**src/sv/bslp_pkg.sv**
```systemverilog
`default_nettype none
// ----------------------------------------------------------------------------
// Segment loader parser package
// Shared widths, codes and the result record of the segment loader parser.
// ----------------------------------------------------------------------------
package bslp_pkg;

   localparam int AddrBits = 16;
   localparam int LenBits  = 16;

   typedef logic [AddrBits-1:0] addr_type;
   typedef logic [LenBits-1:0]  len_type;
   typedef logic [7:0]          byte_type;

   localparam byte_type TypeData = 8'h00;
   localparam byte_type TypeEnd  = 8'hff;

   typedef enum logic [2:0] {
      PH_TYPE   = 3'd0,
      PH_LEN_HI = 3'd1,
      PH_LEN_LO = 3'd2,
      PH_ADR_HI = 3'd3,
      PH_ADR_LO = 3'd4,
      PH_DATA   = 3'd5,
      PH_DONE   = 3'd6,
      PH_FAIL   = 3'd7
   } phase_type;

   typedef enum logic [1:0] {
      KIND_NONE  = 2'd0,
      KIND_WRITE = 2'd1,
      KIND_END   = 2'd2,
      KIND_ERROR = 2'd3
   } kind_type;

   typedef enum logic [2:0] {
      ERR_NONE      = 3'd0,
      ERR_BAD_TYPE  = 3'd1,
      ERR_CHUNK_HDR = 3'd2,
      ERR_BAD_END   = 3'd3,
      ERR_EARLY_END = 3'd4
   } err_type;

   // Input item as held in the input register
   typedef struct packed {
      byte_type byte_value;
      logic     end_of_input;
   } req_type;

   // Result item as produced by the parser core
   typedef struct packed {
      kind_type result_kind;
      addr_type write_address;
      byte_type write_data;
      err_type  error_code;
      addr_type lowest_address;
      addr_type highest_address;
   } rsp_type;

endpackage
`default_nettype wire

```
**src/sv/bslp_if.sv**
```systemverilog
`default_nettype none
// ----------------------------------------------------------------------------
// Segment loader parser channels
// Valid/ready channels for image bytes and for parser results.
// ----------------------------------------------------------------------------
interface bslp_req_if;
   logic                valid;
   logic                ready;
   bslp_pkg::byte_type  byte_value;
   logic                end_of_input;

   modport source (output valid, output byte_value, output end_of_input, input ready);
   modport sink   (input valid, input byte_value, input end_of_input, output ready);
endinterface

interface bslp_rsp_if;
   logic                valid;
   logic                ready;
   bslp_pkg::kind_type  result_kind;
   bslp_pkg::addr_type  write_address;
   bslp_pkg::byte_type  write_data;
   bslp_pkg::err_type   error_code;
   bslp_pkg::addr_type  lowest_address;
   bslp_pkg::addr_type  highest_address;

   modport source (output valid, output result_kind, output write_address,
                   output write_data, output error_code, output lowest_address,
                   output highest_address, input ready);
   modport sink   (input valid, input result_kind, input write_address,
                   input write_data, input error_code, input lowest_address,
                   input highest_address, output ready);
endinterface
`default_nettype wire

```
**src/sv/bslp_in_reg.sv**
```systemverilog
`default_nettype none
// ----------------------------------------------------------------------------
// Segment loader parser input register
// Registers one incoming item and hands it on when the core advances.
// ----------------------------------------------------------------------------
module bslp_in_reg (
   input  wire logic             clock,
   input  wire logic             reset,
   bslp_req_if.sink              req,
   input  wire logic             advance,
   output logic                  item_valid,
   output bslp_pkg::req_type     item
);

   logic              valid_ff;
   logic              valid_in;
   bslp_pkg::req_type item_ff;
   logic              take;

   assign req.ready = !valid_ff || advance;
   assign take      = req.valid && req.ready;

   always_comb begin
      valid_in = valid_ff;
      if (take) begin
         valid_in = 1'b1;
      end else if (advance) begin
         valid_in = 1'b0;
      end
   end

   always_ff @(posedge clock) begin
      if (reset) begin
         valid_ff <= 1'b0;
      end else begin
         valid_ff <= valid_in;
      end
   end

   always_ff @(posedge clock) begin
      if (take) begin
         item_ff.byte_value   <= req.byte_value;
         item_ff.end_of_input <= req.end_of_input;
      end
   end

   assign item_valid = valid_ff;
   assign item       = item_ff;

endmodule
`default_nettype wire

```
**src/sv/bslp_core.sv**
```systemverilog
`default_nettype none
// ----------------------------------------------------------------------------
// Segment loader parser core
// Segment state machine, address arithmetic and low/high address marks.
// ----------------------------------------------------------------------------
module bslp_core (
   input  wire logic              clock,
   input  wire logic              reset,
   input  wire logic              step,
   input  wire bslp_pkg::req_type item,
   output bslp_pkg::rsp_type      result
);

   bslp_pkg::phase_type phase_ff, phase_in;
   logic                is_end_ff, is_end_in;
   bslp_pkg::len_type   seg_len_ff, seg_len_in;
   bslp_pkg::addr_type  seg_addr_ff, seg_addr_in;
   bslp_pkg::len_type   done_ff, done_in;
   bslp_pkg::addr_type  low_ff, low_in;
   bslp_pkg::addr_type  high_ff, high_in;
   bslp_pkg::err_type   err_ff, err_in;

   bslp_pkg::byte_type  b;
   logic                eoi;
   bslp_pkg::addr_type  waddr;
   bslp_pkg::len_type   done_inc;
   bslp_pkg::len_type   len_shift;
   bslp_pkg::addr_type  addr_shift;
   logic                good_type;

   assign b          = item.byte_value;
   assign eoi        = item.end_of_input;
   assign waddr      = seg_addr_ff + bslp_pkg::addr_type'(done_ff);
   assign done_inc   = done_ff + bslp_pkg::len_type'(1);
   assign len_shift  = {seg_len_ff[bslp_pkg::LenBits-9:0], b};
   assign addr_shift = {seg_addr_ff[bslp_pkg::AddrBits-9:0], b};
   assign good_type  = (b == bslp_pkg::TypeData) || (b == bslp_pkg::TypeEnd);

   // Next phase
   always_comb begin
      phase_in = phase_ff;
      case (phase_ff)
         bslp_pkg::PH_TYPE: begin
            phase_in = (!eoi && good_type) ? bslp_pkg::PH_LEN_HI : bslp_pkg::PH_FAIL;
         end
         bslp_pkg::PH_LEN_HI: begin
            phase_in = eoi ? bslp_pkg::PH_FAIL : bslp_pkg::PH_LEN_LO;
         end
         bslp_pkg::PH_LEN_LO: begin
            phase_in = eoi ? bslp_pkg::PH_FAIL : bslp_pkg::PH_ADR_HI;
         end
         bslp_pkg::PH_ADR_HI: begin
            phase_in = eoi ? bslp_pkg::PH_FAIL : bslp_pkg::PH_ADR_LO;
         end
         bslp_pkg::PH_ADR_LO: begin
            if (eoi) begin
               phase_in = bslp_pkg::PH_FAIL;
            end else if (is_end_ff) begin
               phase_in = (seg_len_ff != '0) ? bslp_pkg::PH_FAIL : bslp_pkg::PH_DONE;
            end else begin
               phase_in = (seg_len_ff == '0) ? bslp_pkg::PH_TYPE : bslp_pkg::PH_DATA;
            end
         end
         bslp_pkg::PH_DATA: begin
            if (eoi) begin
               phase_in = bslp_pkg::PH_FAIL;
            end else if (done_inc == seg_len_ff) begin
               phase_in = bslp_pkg::PH_TYPE;
            end
         end
         default: begin
            phase_in = phase_ff;
         end
      endcase
   end

   // Datapath and result
   always_comb begin
      is_end_in   = is_end_ff;
      seg_len_in  = seg_len_ff;
      seg_addr_in = seg_addr_ff;
      done_in     = done_ff;
      low_in      = low_ff;
      high_in     = high_ff;
      err_in      = err_ff;

      result.result_kind   = bslp_pkg::KIND_NONE;
      result.write_address = '0;
      result.write_data    = '0;

      case (phase_ff)
         bslp_pkg::PH_TYPE: begin
            if (!eoi && good_type) begin
               is_end_in   = (b == bslp_pkg::TypeEnd);
               seg_len_in  = '0;
               seg_addr_in = '0;
               done_in     = '0;
            end else begin
               err_in             = bslp_pkg::ERR_BAD_TYPE;
               result.result_kind = bslp_pkg::KIND_ERROR;
            end
         end
         bslp_pkg::PH_LEN_HI, bslp_pkg::PH_LEN_LO, bslp_pkg::PH_ADR_HI: begin
            if (eoi) begin
               err_in = is_end_ff ? bslp_pkg::ERR_BAD_END : bslp_pkg::ERR_CHUNK_HDR;
               result.result_kind = bslp_pkg::KIND_ERROR;
            end else if (phase_ff == bslp_pkg::PH_ADR_HI) begin
               seg_addr_in = addr_shift;
            end else begin
               seg_len_in = len_shift;
            end
         end
         bslp_pkg::PH_ADR_LO: begin
            if (eoi) begin
               err_in = is_end_ff ? bslp_pkg::ERR_BAD_END : bslp_pkg::ERR_CHUNK_HDR;
               result.result_kind = bslp_pkg::KIND_ERROR;
            end else begin
               seg_addr_in = addr_shift;
               if (is_end_ff) begin
                  if (seg_len_ff != '0) begin
                     err_in             = bslp_pkg::ERR_BAD_END;
                     result.result_kind = bslp_pkg::KIND_ERROR;
                  end else begin
                     result.result_kind = bslp_pkg::KIND_END;
                  end
               end
            end
         end
         bslp_pkg::PH_DATA: begin
            if (eoi) begin
               err_in             = bslp_pkg::ERR_EARLY_END;
               result.result_kind = bslp_pkg::KIND_ERROR;
            end else begin
               result.result_kind   = bslp_pkg::KIND_WRITE;
               result.write_address = waddr;
               result.write_data    = b;
               done_in              = done_inc;
               if (waddr < low_ff) begin
                  low_in = waddr;
               end
               if (waddr > high_ff) begin
                  high_in = waddr;
               end
            end
         end
         default: begin
            // done or failed: hold everything
            result.result_kind = bslp_pkg::KIND_NONE;
         end
      endcase

      result.error_code      = err_in;
      result.lowest_address  = low_in;
      result.highest_address = high_in;
   end

   always_ff @(posedge clock) begin
      if (reset) begin
         phase_ff    <= bslp_pkg::PH_TYPE;
         is_end_ff   <= 1'b0;
         seg_len_ff  <= '0;
         seg_addr_ff <= '0;
         done_ff     <= '0;
         low_ff      <= '1;
         high_ff     <= '0;
         err_ff      <= bslp_pkg::ERR_NONE;
      end else if (step) begin
         phase_ff    <= phase_in;
         is_end_ff   <= is_end_in;
         seg_len_ff  <= seg_len_in;
         seg_addr_ff <= seg_addr_in;
         done_ff     <= done_in;
         low_ff      <= low_in;
         high_ff     <= high_in;
         err_ff      <= err_in;
      end
   end

endmodule
`default_nettype wire

```
**src/sv/bslp_out_reg.sv**
```systemverilog
`default_nettype none
// ----------------------------------------------------------------------------
// Segment loader parser result register
// Holds one result item until the sink takes it.
// ----------------------------------------------------------------------------
module bslp_out_reg (
   input  wire logic              clock,
   input  wire logic              reset,
   input  wire logic              load,
   input  wire bslp_pkg::rsp_type result,
   output logic                   can_load,
   bslp_rsp_if.source             rsp
);

   logic              valid_ff;
   logic              valid_in;
   bslp_pkg::rsp_type data_ff;

   assign can_load = !valid_ff || rsp.ready;

   always_comb begin
      valid_in = valid_ff;
      if (load) begin
         valid_in = 1'b1;
      end else if (rsp.ready) begin
         valid_in = 1'b0;
      end
   end

   always_ff @(posedge clock) begin
      if (reset) begin
         valid_ff <= 1'b0;
      end else begin
         valid_ff <= valid_in;
      end
   end

   always_ff @(posedge clock) begin
      if (load) begin
         data_ff <= result;
      end
   end

   assign rsp.valid           = valid_ff;
   assign rsp.result_kind     = data_ff.result_kind;
   assign rsp.write_address   = data_ff.write_address;
   assign rsp.write_data      = data_ff.write_data;
   assign rsp.error_code      = data_ff.error_code;
   assign rsp.lowest_address  = data_ff.lowest_address;
   assign rsp.highest_address = data_ff.highest_address;

endmodule
`default_nettype wire

```
**src/sv/binary_segment_loader_parser.sv**
```systemverilog
`default_nettype none
// ----------------------------------------------------------------------------
// Binary segment loader parser
// Turns a segmented binary image, one byte per item, into memory writes.
// ----------------------------------------------------------------------------
// Every accepted byte item yields exactly one result item, which shows up on
// the result channel once it has passed through both registers: the byte is
// captured in an input register, the segment state machine acts on it, and
// the result lands in an output register. One item is accepted per cycle as
// long as the result side keeps taking items. While a result waits untaken,
// the input register takes at most one more byte, then the input stalls until
// the result is taken. After an end segment or the first error the parser
// answers every further item with kind "nothing" and keeps showing the
// sticky error code.
module binary_segment_loader_parser (
   input  wire logic  clock,
   input  wire logic  reset,
   bslp_req_if.sink   req,
   bslp_rsp_if.source rsp
);

   logic              item_valid;
   bslp_pkg::req_type item;
   bslp_pkg::rsp_type result;
   logic              can_load;
   logic              step;

   // advance the held item into the core when the result slot is free
   assign step = item_valid && can_load;

   bslp_in_reg u_in_reg (
      .clock      (clock),
      .reset      (reset),
      .req        (req),
      .advance    (step),
      .item_valid (item_valid),
      .item       (item)
   );

   bslp_core u_core (
      .clock  (clock),
      .reset  (reset),
      .step   (step),
      .item   (item),
      .result (result)
   );

   bslp_out_reg u_out_reg (
      .clock    (clock),
      .reset    (reset),
      .load     (step),
      .result   (result),
      .can_load (can_load),
      .rsp      (rsp)
   );

endmodule
`default_nettype wire
```
**src/flat_wrapper.sv**
```systemverilog
// flat-port wrapper written by rule: the top's interface ports become plain ports
module binary_segment_loader_parser_flat 
  (clock, reset, req_valid, req_byte_value, req_end_of_input, req_ready, rsp_valid, rsp_result_kind, rsp_write_address, rsp_write_data, rsp_error_code, rsp_lowest_address, rsp_highest_address, rsp_ready);
  bslp_req_if req_i ();
  bslp_rsp_if rsp_i ();
  input  wire logic clock;
  input  wire logic reset;
  input wire logic [$bits(req_i.valid)-1:0] req_valid;
  input wire logic [$bits(req_i.byte_value)-1:0] req_byte_value;
  input wire logic [$bits(req_i.end_of_input)-1:0] req_end_of_input;
  output wire logic [$bits(req_i.ready)-1:0] req_ready;
  output wire logic [$bits(rsp_i.valid)-1:0] rsp_valid;
  output wire logic [$bits(rsp_i.result_kind)-1:0] rsp_result_kind;
  output wire logic [$bits(rsp_i.write_address)-1:0] rsp_write_address;
  output wire logic [$bits(rsp_i.write_data)-1:0] rsp_write_data;
  output wire logic [$bits(rsp_i.error_code)-1:0] rsp_error_code;
  output wire logic [$bits(rsp_i.lowest_address)-1:0] rsp_lowest_address;
  output wire logic [$bits(rsp_i.highest_address)-1:0] rsp_highest_address;
  input wire logic [$bits(rsp_i.ready)-1:0] rsp_ready;
  assign req_i.valid = req_valid;
  assign req_i.byte_value = req_byte_value;
  assign req_i.end_of_input = req_end_of_input;
  assign req_ready = req_i.ready;
  assign rsp_valid = rsp_i.valid;
  assign rsp_result_kind = rsp_i.result_kind;
  assign rsp_write_address = rsp_i.write_address;
  assign rsp_write_data = rsp_i.write_data;
  assign rsp_error_code = rsp_i.error_code;
  assign rsp_lowest_address = rsp_i.lowest_address;
  assign rsp_highest_address = rsp_i.highest_address;
  assign rsp_i.ready = rsp_ready;
  binary_segment_loader_parser u_core (.clock(clock), .reset(reset), .req(req_i), .rsp(rsp_i));
endmodule
```
**config.mk**
```make
export PLATFORM = sky130hd
export DESIGN_NAME = binary_segment_loader_parser_flat
export DESIGN_NICKNAME = d
export VERILOG_FILES = /design/src/sv/bslp_pkg.sv /design/src/sv/bslp_if.sv /design/src/sv/bslp_in_reg.sv /design/src/sv/bslp_core.sv /design/src/sv/bslp_out_reg.sv /design/src/sv/binary_segment_loader_parser.sv /design/src/flat_wrapper.sv
export SDC_FILE = /design/constraint.sdc
export NUM_CORES = 1
export LEC_CHECK = 0
export BUFFER_PORTS_ARGS = -buffer_cell sky130_fd_sc_hd__buf_2
export CORE_UTILIZATION = 65
export CTS_BUF_LIST = sky130_fd_sc_hd__clkbuf_8
export DETAILED_ROUTE_END_ITERATION = 6
export GPL_TIMING_DRIVEN = 0
export PLACE_DENSITY = 0.86
export SYNTH_ARGS = -nofsm -noshare
export SYNTH_HDL_FRONTEND = slang
export SYNTH_HIERARCHICAL = 1
export SYNTH_SLANG_ARGS = --single-unit
```
**constraint.sdc**
```tcl
create_clock -name clock -period 10.7 [get_ports clock]
set_input_delay 2.14 -clock clock [delete_from_list [all_inputs] [get_ports clock]]
set_output_delay 2.14 -clock clock [all_outputs]
set_load 0.01 [all_outputs]
```
==> results.json, run 1 <==
{
  "grt_usage_pct": 32.71,
  "synthMuxAreaShare_pct": 2.656,
  "antenna_cells": 0,
  "clk_latency_ps": 480,
  "worst-slew-pin-transition_ps": 844.6,
  "relSlewSlack_pct": 43.70,
  "antenna_found_initial": 0,
  "clockRootBuffer": "clkbuf_8",
  "ys_ff_latch": 159,
  "cts_max_path_buffers": 2,
  "grt_pass1_vias": 6642,
  "yosys.area_share.simple_pct": 19.44,
  "crit_type": "reg2reg",
  "crit_chain": "ha_1 -> fa_1 -> a211oi_1 -> o21ai_0 -> a21o_1 -> a21bo_2 -> o31ai_1 -> xor2_1 -> inv_1 -> ha_1 -> nand4_1 -> o41ai_1 -> a21oi_1 -> nand2b_1 -> buf_1 -> mux2_2",
  "end_kind": "flop",
  "drive_gt1_share_pct": 14.26,
  "cp.depth": 16,
  "synth-edff-count": 70,
  "wl_per_cell_um": 17.22,
  "p_leak_nw": 3.717,
  "cts.repair.resized": 0,
  "clk_pin_slew_ps": 90,
  "syn_inst": 916,
  "multi_input_area_um2": 4174,
  "cp_common_cell": "ha_1",
  "drtPass1Iterations": 7,
  "fp.dieW_um": 115.9,
  "fin_crit_ps": 5413,
  "final.setup.tns_ps": 0,
  "critPathLaunchType": "flop",
  "hold_viol_final": 0,
  "hpwl_um": 14840,
  "synth_compound_area_share_pct": 16.75,
  "netlist_area_um2": 8432,
  "regArea_um2": 3884,
  "synth_top_family_by_area": "simple AND/OR/NAND/NOR gates",
  "die_area_um2": 13430,
  "layout.nets": 1072,
  "slew_viol_final": 0,
  "syn_avg_cell_area_um2": 9.205,
  "slowest_stage": "buf_1",
  "cp_data_arrival_time_ps": 5640,
  "cts_made_buffers": 17,
  "critPathRequiredTime_ps": 10930,
  "cp_num_buf_inv": 2,
  "synth_xor_area_share_pct": 3.428,
  "clock_sinks": 159,
  "reg2reg_slack_ps": 5290,
  "synthAdderAreaFrac_pct": 7.212,
  "placed_area_um2": 9044,
  "grt_pass1_wl_um": 33230,
  "status": "complete, no violations",
  "hold_ws_ps": 462.4,
  "max_freq_ghz": 0.1847,
  "synth_top_flop_cell": "dfxtp_1",
  "path_max_fanout": 10,
  "totalWireLength_um": 20600,
  "area_growth_syn_to_layout_pct": 12.66,
  "rows": 41,
  "slowest_delay_ps": 570,
  "io_pins": 76,
  "power.density_nw_per_um2": 132.1,
  "async_flop_share_pct": 0,
  "endpoint": "u_core/u_out_reg/rsp.highest_address[8]$_DFFE_PP_",
  "cp_top_family": "compound AO/OA/AOI/OAI gates",
  "final_area_um2": 9499,
  "drc_errors": 0,
  "rr_worst_depth": 16,
  "fill_cells": 938,
  "grt_max_degree": 44,
  "setup_violations": 0,
  "finalCritPeriodShare_pct": 50.59,
  "max_cap_violations": 0,
  "routed-via-count": 7338,
  "initial_core_util_pct": 66.82,
  "postCtsSetupRepairBufs": 0,
  "grt_overflow": 0,
  "r2r_end": "u_core/u_out_reg/rsp.highest_address[8]$_DFFE_PP_",
  "htree_levels": 4,
  "ir_worst_vdd_uv": 97.94,
  "synth-seq-area-share_pct": 46.06,
  "hold_path.class": "reg2reg",
  "rsz0062_at_grt": "no",
  "yosysWarnings": 6,
  "cp-startpoint": "u_core/u_core/done_ff[0]$_SDFFE_PP0P_",
  "via_per_inst": 6.135,
  "crit-reg2reg-launch": "u_core/u_core/done_ff[0]$_SDFFE_PP0P_",
  "io_buffer_count": 75,
  "holdBufCountCts": 0,
  "die_h_um": 115.9,
  "gp_congestion": 0.9166,
  "yosysUniqueCellTypes": 65,
  "coreArea_um2": 12620,
  "cts_tree": "yes",
  "synthesis.nets": 977,
  "ant_nets": 0,
  "drt_iter0_markers": 511,
  "worst_clock_skew_ps": 12.54
}
-- per-stage QoR --
stage	total power [mW]	utilization, %	setup WS [ps]	cells
2_1_floorplan	0.7347	-	4368	916
3_3_place_gp	0.7663	71.50	3654	1163
3_5_place_dp	0.7675	71.66	5338	1164
4_1_cts	1.258	75.27	5327	1196
5_1_grt	1.294	75.27	5024	1196
6_report	1.254	75.27	5287	1196
-- routing by layer --
| layer | global-route usage (%) | up-vias | share of wire [%] |
|---|---|---|---|
| li1 | - | 3486 | - |
| met1 | 40.80 | 3419 | 41 |
| met2 | 52.82 | 346 | 47 |
| met3 | 6.642 | 87 | 7.3 |
| met4 | 19.15 | 0 | 5.2 |
| met5 | 0 | - | 0 |
-- cell type report --
| type | count | share of cell area [%] |
|---|---|---|
| buffer | 48 | 1.976 |
| clock buffer | 20 | 2.898 |
| clock inverter | 12 | 1.897 |
| inverter | 50 | 1.976 |
| multi-input combinational | 659 | 43.94 |
| sequential | 159 | 40.89 |
| tap | 172 | 2.266 |
| timing repair buffer | 76 | 4.162 |
-- registers in the layout, summed over array words and instances, names as in the netlist --
register and cells:
u_core/u_in_reg/item 9, u_core/u_out_reg/rsp.lowest_address 16, u_core/u_core/low_ff 16, u_core/u_out_reg/rsp.write_address 16
u_core/u_core/phase_ff 3, u_core/u_core/err_ff 3, u_core/u_out_reg/rsp.highest_address 16, u_core/u_core/is_end_ff 1
u_core/u_core/done_ff 16, u_core/u_core/seg_len_ff 16, u_core/u_in_reg/item_valid 1, u_core/u_core/high_ff 16
u_core/u_core/seg_addr_ff 16, u_core/u_out_reg/rsp.error_code 3, u_core/u_out_reg/rsp.result_kind 2, u_core/u_out_reg/rsp.write_data 8
u_core/u_out_reg/rsp.valid 1
-- layout by cell type (no fill, tap or decap), types with 3 or more instances in the layout --
master and n:
mux2i_1 10, or4_1 5, xnor2_1 27, and3_1 10, nor3_1 16, a211oi_1 12
clkbuf_1 40, nor4_2 4, nor2b_1 4, or2_2 3, nand3_1 42, clkbuf_8 20
or3_1 4, xor2_1 6, nand3b_1 8, and2_1 23, dfxtp_1 89, o21ai_0 59
buf_2 81, nor4_1 11, inv_1 51, clkinv_4 3, a21oi_1 89, a21o_1 13
a211o_1 3, a31oi_1 7, nand2b_1 4, edfxtp_1 70, ha_1 47, o21a_1 8
o31ai_1 3, mux2_2 11, nor2_1 75, a22oi_1 4, o211ai_1 14, nand2_1 85
nand4_1 16, bufinv_16 4
-- how the worst min path moves through the flow --
| stage | startpoint | end | slack [ps] | cells past startpoint |
|---|---|---|---|---|
| final | u_core/u_core/seg_addr_ff[12]$_SDFFE_PP0P_ | u_core/u_core/seg_addr_ff[12]$_SDFFE_PP0P_ | 460 | 2 |
| after global placement | u_core/u_core/seg_addr_ff[14]$_SDFFE_PP0P_ | u_core/u_core/seg_addr_ff[14]$_SDFFE_PP0P_ | 450 | 2 |
| after floorplan | u_core/u_core/seg_addr_ff[10]$_SDFFE_PP0P_ | u_core/u_core/seg_addr_ff[10]$_SDFFE_PP0P_ | 440 | 2 |
| after detailed placement | u_core/u_core/seg_addr_ff[8]$_SDFFE_PP0P_ | u_core/u_core/seg_addr_ff[8]$_SDFFE_PP0P_ | 450 | 2 |
| after global routing | u_core/u_core/seg_addr_ff[12]$_SDFFE_PP0P_ | u_core/u_core/seg_addr_ff[12]$_SDFFE_PP0P_ | 470 | 2 |
| after CTS | u_core/u_core/seg_addr_ff[8]$_SDFFE_PP0P_ | u_core/u_core/seg_addr_ff[8]$_SDFFE_PP0P_ | 460 | 2 |
-- synth_stat cells, drive strengths merged (2+ instances only) --
library cell,n,area (um^2)
a211o,3,26.28
nand2b,6,52.55
or3,4,25.02
inv,50,187.7
a311oi,2,17.52
nor2b,4,25.02
a22oi,4,30.03
mux2,11,123.9
nand3,43,227.7
nor4,15,118.9
a31oi,7,43.79
nor2,76,287.8
edfxtp,70,2102
dfxtp,89,1782
and2,25,158.9
or2,5,33.79
xor2,6,52.55
o41ai,2,17.52
or4,6,48.80
a21oi,91,463.0
nand2,85,319.1
o211ai,14,105.1
nand4,16,100.1
o21a,8,60.06
clkbuf,40,150.1
o21bai,2,15.01
mux2i,10,100.1
buf,8,37.54
nand3b,8,60.06
o31ai,3,22.52
a21o,13,97.59
xnor2,27,236.5
o21ai,60,300.3
ha,47,588.1
nor3,16,80.08
a2111oi,3,32.53
a211oi,12,90.09
and3,10,62.56
-- cells by family (layout without fill, tap and decap cells) --
kind of cell,after synthesis,in the layout
simple gates,323,323
compound gates,234,234
flops,159,159
buf+inv,98,206
fa+ha+maj,48,48
xor+xnor,33,33
mux,21,21
-- power breakdown --
| group | internal, mW | switching [mW] |
|---|---|---|
| Combinational | 0.0304 | 0.0669 |
| Clock | 0.274 | 0.224 |
| Sequential | 0.650 | 0.00913 |
| Total | 0.954 | 0.300 |
-- tightest hold or removal path, stage by stage, from the launching register on --
cell and delay, ps:
dfxtp_1 320, nand2_1 50, a21oi_1 50
No activity file was read; power rests on OpenSTA's default activity.
==> run 2, diff against run 1 <==
ABC_AREA = 1   (was unset)
CORE_UTILIZATION = 62   (was 65)
PLACE_DENSITY = 0.82   (was 0.86)
clock period = 5.6 ns   (was 10.7 ns; I/O delays follow)
==> run 2 against run 1 <==
Utilization decreased by 3.1 points. Sequential cell count unchanged. Hold slack improved by 13 ps. Non-clock buffer count is 14 lower. Die area grew 7.9%. Sequential share of layout area down 0.91 points. Total power grew 100%. Largest cell class unchanged. Largest power group unchanged.
==> results.json, run 2 <==
{
  "htree_levels": 4,
  "fp.dieW_um": 120.4,
  "postCtsSetupRepairBufs": 0,
  "holdBufCountCts": 0,
  "use_met1_pct": 39.31,
  "syn_avg_cell_area_um2": 7.922,
  "mostFrequentLayoutCells": "226 x nand2_1, 147 x inv_1, 121 x nor2_1",
  "yosysWarnings": 6,
  "crit_type": "reg2reg",
  "drt_iter0_markers": 790,
  "synth_top_flop_cell": "dfxtp_1",
  "regArea_um2": 3884,
  "final_area_um2": 9716,
  "rsz0062_at_grt": "no",
  "antenna_cells": 0,
  "end_kind": "flop",
  "power.density_nw_per_um2": 263.1,
  "drc_errors": 0,
  "grt_usage_pct": 31.51,
  "area_growth_syn_to_layout_pct": 11.79,
  "synth-seq-area-share_pct": 44.69,
  "gr-usage-met2_pct": 52.37,
  "cts_tree": "yes",
  "grt_pass1_vias": 7350,
  "max_cap_violations": 0,
  "grt_overflow": 0,
  "placed_area_um2": 9306,
  "totalWireLength_um": 21320,
  "synth.area.top_cells": "edfxtp_1 24%, dfxtp_1 21%, nand2_1 9.8%, ha_1 6.8%, inv_1 6.3%",
  "use_met3_pct": 5.943,
  "synth.top_cells.by_count": "226 x nand2_1, 145 x inv_1, 121 x nor2_1",
  "final.setup.tns_ps": 0,
  "multi_input_area_um2": 4051,
  "relSlewSlack_pct": 29.81,
  "wl_per_cell_um": 15.44,
  "clk_latency_ps": 470,
  "status": "complete, no violations",
  "synth_top_cell_by_area": "edfxtp_1",
  "die_area_um2": 14500,
  "coreArea_um2": 13450,
  "cp_common_cell": "nand2_1",
  "clock_sinks": 159,
  "drive_gt1_share_pct": 14.19,
  "hpwl_um": 15890,
  "hold_path.class": "reg2reg",
  "synthesis.nets": 1158,
  "grt_pass1_wl_um": 35370,
  "hold_viol_final": 0,
  "synth-edff-count": 70,
  "die_h_um": 120.4,
  "max_freq_ghz": 0.2198,
  "antenna_found_initial": 0,
  "cts_max_path_buffers": 2,
  "ys_ff_latch": 159,
  "yosysUniqueCellTypes": 49,
  "fill_cells": 1051,
  "syn_inst": 1097,
  "io_buffer_count": 75,
  "cts.repair.resized": 0,
  "synth_top_area_share_pct": 24.19,
  "gp_congestion": 0.9231,
  "io_pins": 76,
  "worst_clock_skew_ps": 11.70,
  "reg2reg_slack_ps": 1050,
  "via_per_inst": 5.602,
  "fin_crit_ps": 4550,
  "cp_data_arrival_time_ps": 4770,
  "critPathRequiredTime_ps": 5820,
  "initial_core_util_pct": 64.60,
  "synth.most_common_cell": "nand2_1",
  "clk_pin_slew_ps": 80,
  "crit_chain": "ha_1 -> fa_1 -> nand2_1 -> nand2_1 -> o21ai_0 -> inv_1 -> a21oi_1 -> o21ai_0 -> xnor2_1 -> inv_1 -> ha_1 -> inv_1 -> nor3_1 -> o21ai_0 -> nand2_1 -> nand2_1 -> nand2_1 -> buf_2 -> nand2_1 -> and2_1",
  "setup_violations": 0,
  "ant_nets": 0,
  "grt_max_degree": 47,
  "cts_made_buffers": 17,
  "slowest_delay_ps": 550,
  "clockRootBuffer": "clkbuf_8",
  "routed-via-count": 7737,
  "p_leak_nw": 4.382,
  "slowest_stage": "xnor2_1",
  "async_flop_share_pct": 0,
  "netlist_area_um2": 8691,
  "layout.nets": 1253,
  "slew_viol_final": 0,
  "grt-busiest-layer": "met2",
  "critPathLaunchType": "flop",
  "ir_worst_vdd_uv": 219.5,
  "final_common_cell": "nand2_1",
  "rows": 42,
  "drtPass1Iterations": 5,
  "path_max_fanout": 10,
  "finalCritPeriodShare_pct": 81.24,
  "worst-slew-pin-transition_ps": 1053
}
run 2: layout make-up:
cell class	instances	share of cell area, %
Buffer	34	1.842
Clock buffer	19	2.692
Clock inverter	13	1.520
Inverter	153	5.937
Multi-Input combinational cell	751	41.70
Sequential cell	159	39.97
Tap cell	176	2.267
Timing Repair Buffer	76	4.070
run 2: stage by stage:
step           utilization [%]  setup WS (ps)  hold WS, ps  std cells  total power, mW
6_report                 72.22           1050        475.8       1381            2.556
5_1_grt                  72.22          724.0        506.4       1381            2.663
4_1_cts                  72.22           1154        473.7       1381            2.562
3_5_place_dp             69.18           1176        453.8       1349            1.701
3_3_place_gp             69.03          777.9        449.8       1348            1.691
2_1_floorplan                -           1695        440.5       1097            1.595
run 2: report_power, final:
| group | leakage [nW] | total (mW) | internal, mW | switching, mW |
|---|---|---|---|---|
| clock | 0.213 | 0.874 | 0.457 | 0.417 |
| combinational | 2.78 | 0.368 | 0.121 | 0.247 |
| sequential | 1.39 | 1.31 | 1.28 | 0.0323 |
run 2: logic make-up (layout without fill, tap and decap cells):
family                     count (synthesis)  in the layout  share of synthesized area (%)
buffers and inverters                    187            295                          8.696
AOI/OAI and AO/OA                        204            204                          13.81
DFF                                      159            159                          44.69
adders and majority gates                 48             48                          6.997
xor gates and xnor gates                  17             17                          1.872
and+or+nand+nor                          482            482                          23.94
run 2: layer usage:
layer  up-vias  routed length, um  part of all wire, %
met5         -                  0                    0
met4         0                694                  3.3
met3        58               1430                  6.7
met2       358              10200                   48
met1      3502               8987                   42
li1       3819                  -                    -
run 2: final timing paths:
| check | from | end | cells past startpoint |
|---|---|---|---|
| max | u_core/u_core/done_ff[0]$_SDFFE_PP0P_ | u_core/u_out_reg/rsp.lowest_address[1]$_DFFE_PP_ | 20 |
| min | u_core/u_core/low_ff[0]$_SDFFE_PP1P_ | u_core/u_core/low_ff[0]$_SDFFE_PP1P_ | 2 |
| max reg2reg | u_core/u_core/done_ff[0]$_SDFFE_PP0P_ | u_core/u_out_reg/rsp.lowest_address[1]$_DFFE_PP_ | 20 |
| min reg2reg | u_core/u_core/low_ff[0]$_SDFFE_PP1P_ | u_core/u_core/low_ff[0]$_SDFFE_PP1P_ | 2 |
run 2: critical path: cells and delay by family (launching register included):
kind,cells,cell delay [ps]
AOI/OAI and AO/OA,4,740
xor gates and xnor gates,1,550
buffers and inverters,4,610
DFF,1,390
adders and majority gates,3,950
and+or+nand+nor,8,1080
==> run 3, diff against run 2 <==
ABC_AREA = 0   (was 1)
PLACE_DENSITY = 0.83   (was 0.82)
clock period = 4.5 ns   (was 5.6 ns; I/O delays follow)
==> run 3 against run 2 <==
Clock skew increased by 1.7 ps. Hold slack got worse by 16 ps. Final area decreased by 1.5%. Total power increased by 13%. Combinational power decreased by 37%. Non-clock buffer count increased by 19. Register-to-register slack got worse by 920 ps. Clock power increased by 25%. Routed wire length decreased by 0.30%. Via count decreased by 4.9%. Final cell count decreased by 13%. Largest cell class unchanged.
==> results.json, run 3 (synthesis gave the netlist of run 1 again) <==
{
  "routed.top_layer": "met4",
  "placed_area_um2": 9049,
  "min-delay-start": "u_core/u_core/seg_addr_ff[12]$_SDFFE_PP0P_",
  "pre_cts_ws_ps": -975.6,
  "grt_max_degree": 42,
  "path_max_fanout": 10,
  "fin_ws_ps": 128.5,
  "initial_core_util_pct": 63.67,
  "grt_pass1_vias": 6752,
  "setup_violations": 0,
  "totalWireLength_um": 21250,
  "coreArea_um2": 13240,
  "fill_cells": 1021,
  "grt_pass1_wl_um": 34070,
  "grt_usage_pct": 31.13,
  "fin_crit_ps": 4371,
  "clk_pin_slew_ps": 90,
  "worst_clock_skew_ps": 13.38,
  "hold_depth": 2,
  "die_h_um": 118.6,
  "antenna_found_initial": 0,
  "final_common_cell": "a21oi_1",
  "io_pins": 76,
  "drt_iter0_markers": 651,
  "final_area_um2": 9573,
  "htree_levels": 4,
  "clock_sinks": 159,
  "clockRootBuffer": "clkbuf_8",
  "rsz0062_at_grt": "no",
  "die_area_um2": 14070,
  "crit-reg2reg-launch": "u_core/u_core/done_ff[0]$_SDFFE_PP0P_",
  "holdPathEnd": "u_core/u_core/seg_addr_ff[12]$_SDFFE_PP0P_",
  "cts_made_buffers": 17,
  "io_buffer_count": 75,
  "hold_viol_final": 0,
  "status": "complete, no violations",
  "grt_overflow": 0,
  "critPathLaunchType": "flop",
  "drive_gt1_share_pct": 16.13,
  "ant_nets": 0,
  "worst-slew-pin-transition_ps": 841.2,
  "max_freq_ghz": 0.2288,
  "critPathRequiredTime_ps": 4730,
  "mostFrequentLayoutCells": "89 x a21oi_1, 87 x dfxtp_1, 85 x nand2_1",
  "clk_latency_ps": 470,
  "slew_viol_final": 0,
  "crit_type": "reg2reg",
  "met3_length_um": 1368,
  "rr_worst_depth": 16,
  "routed-via-count": 7358,
  "via_per_inst": 6.106,
  "hpwl_um": 15390,
  "max_cap_violations": 0,
  "cp_data_arrival_time_ps": 4600,
  "ir_worst_vdd_uv": 222.0,
  "met1_length_um": 8861,
  "fp.dieW_um": 118.6,
  "rows": 42,
  "end_kind": "flop",
  "reg2reg_slack_ps": 130,
  "cts_max_path_buffers": 2,
  "area_growth_syn_to_layout_pct": 13.53,
  "hold_path.class": "reg2reg",
  "cts_tree": "yes",
  "wl_per_cell_um": 17.64,
  "gp_congestion": 0.9213,
  "p_leak_nw": 3.741,
  "antenna_cells": 0,
  "drc_errors": 0,
  "drtPass1Iterations": 5,
  "met2_length_um": 10300,
  "finalCritPeriodShare_pct": 97.14,
  "relSlewSlack_pct": 43.92,
  "layout.nets": 1077,
  "power.density_nw_per_um2": 301.7,
  "r2r_end": "u_core/u_out_reg/rsp.highest_address[4]$_DFFE_PP_"
}
-- run 3: cell types whose count changed in the layout (fill, tap and decap cells not counted), sizes merged, moves of 14 or more --
cell / before / now
a21oi: 109 / 91
and2: 11 / 25
clkbuf: 38 / 56
inv: 155 / 55
nand2: 235 / 85
nand3: 72 / 43
nor2: 129 / 76
xnor2: 2 / 27
-- run 3: how the worst max path moves through the flow --
stage,startpoint,end,slack (ps),depth (start not counted)
finish,u_core/u_core/done_ff[0]$_SDFFE_PP0P_,u_core/u_out_reg/rsp.highest_address[4]$_DFFE_PP_,130,16
detailed placement,u_core/u_core/done_ff[0]$_SDFFE_PP0P_,u_core/u_out_reg/rsp.highest_address[4]$_DFFE_PP_,-980,16
floorplan,u_core/u_core/done_ff[0]$_SDFFE_PP0P_,u_core/u_out_reg/rsp.highest_address[1]$_DFFE_PP_,80,16
CTS,u_core/u_core/done_ff[0]$_SDFFE_PP0P_,u_core/u_out_reg/rsp.highest_address[4]$_DFFE_PP_,20,16
global placement,rsp_ready,u_core/u_core/phase_ff[1]$_SDFFE_PP0P_,-1040,11
global route,u_core/u_core/done_ff[0]$_SDFFE_PP0P_,u_core/u_out_reg/rsp.highest_address[9]$_DFFE_PP_,3,16
-- run 3: power by group --
part | internal [mW] | leakage, nW | total (mW) | switching, mW
Combinational | 0.0728 | 2.18 | 0.233 | 0.160
Sequential | 1.55 | 1.35 | 1.57 | 0.0217
Clock | 0.546 | 0.210 | 1.09 | 0.542
Total | 2.16 | 3.74 | 2.89 | 0.724
-- run 3: cell type report --
class / count / area (um^2) / area share [%]
Buffer: 48 / 214.0 / 2.235
Clock buffer: 17 / 234.0 / 2.444
Clock inverter: 15 / 168.9 / 1.764
Inverter: 50 / 187.7 / 1.961
Multi-Input combinational cell: 659 / 4229 / 44.18
Sequential cell: 159 / 3886 / 40.60
Tap cell: 176 / 220.2 / 2.300
Timing Repair Buffer: 81 / 432.9 / 4.522
-- run 3: metrics by stage --
step | hold slack (ps) | instances | utilization, % | TNS (ps) | power (mW)
final | 460.3 | 1205 | 72.29 | 0 | 2.888
after CTS | 464.0 | 1202 | 71.95 | 0 | 2.893
after detailed placement | 449.5 | 1168 | 68.33 | -37900 | 1.828
after global placement | 445.7 | 1167 | 68.17 | -42800 | 1.822
after global routing | 479.1 | 1205 | 72.29 | 0 | 2.990
after floorplan | 436.2 | 916 | - | 0 | 1.747
-- run 3: critical path: stages (launching register included) --
cell	delay, ps
dfxtp_2	390
ha_1	240
fa_2	390
a211oi_2	280
o21ai_1	140
a21o_1	200
a21bo_2	250
o31ai_4	260
xor2_2	210
inv_1	90
ha_1	270
nand4_1	140
o41ai_1	400
a21oi_1	100
nand2b_1	190
buf_6	210
mux2_2	360
-- run 3: repair_timing --
action | CTS | global route
setup endpoints to repair | 64 | 63
gates resized for setup | 17 | 14
pin swaps | 2 | 3
hold buffers | 0 | 0
buffers inserted | 2 | 3
-- run 3: layer usage --
layer	global-route usage (%)	vias to the layer above
met2	51.64	323
met4	15.59	0
met3	6.178	62
li1	-	3502
met1	38.60	3471
met5	0	-
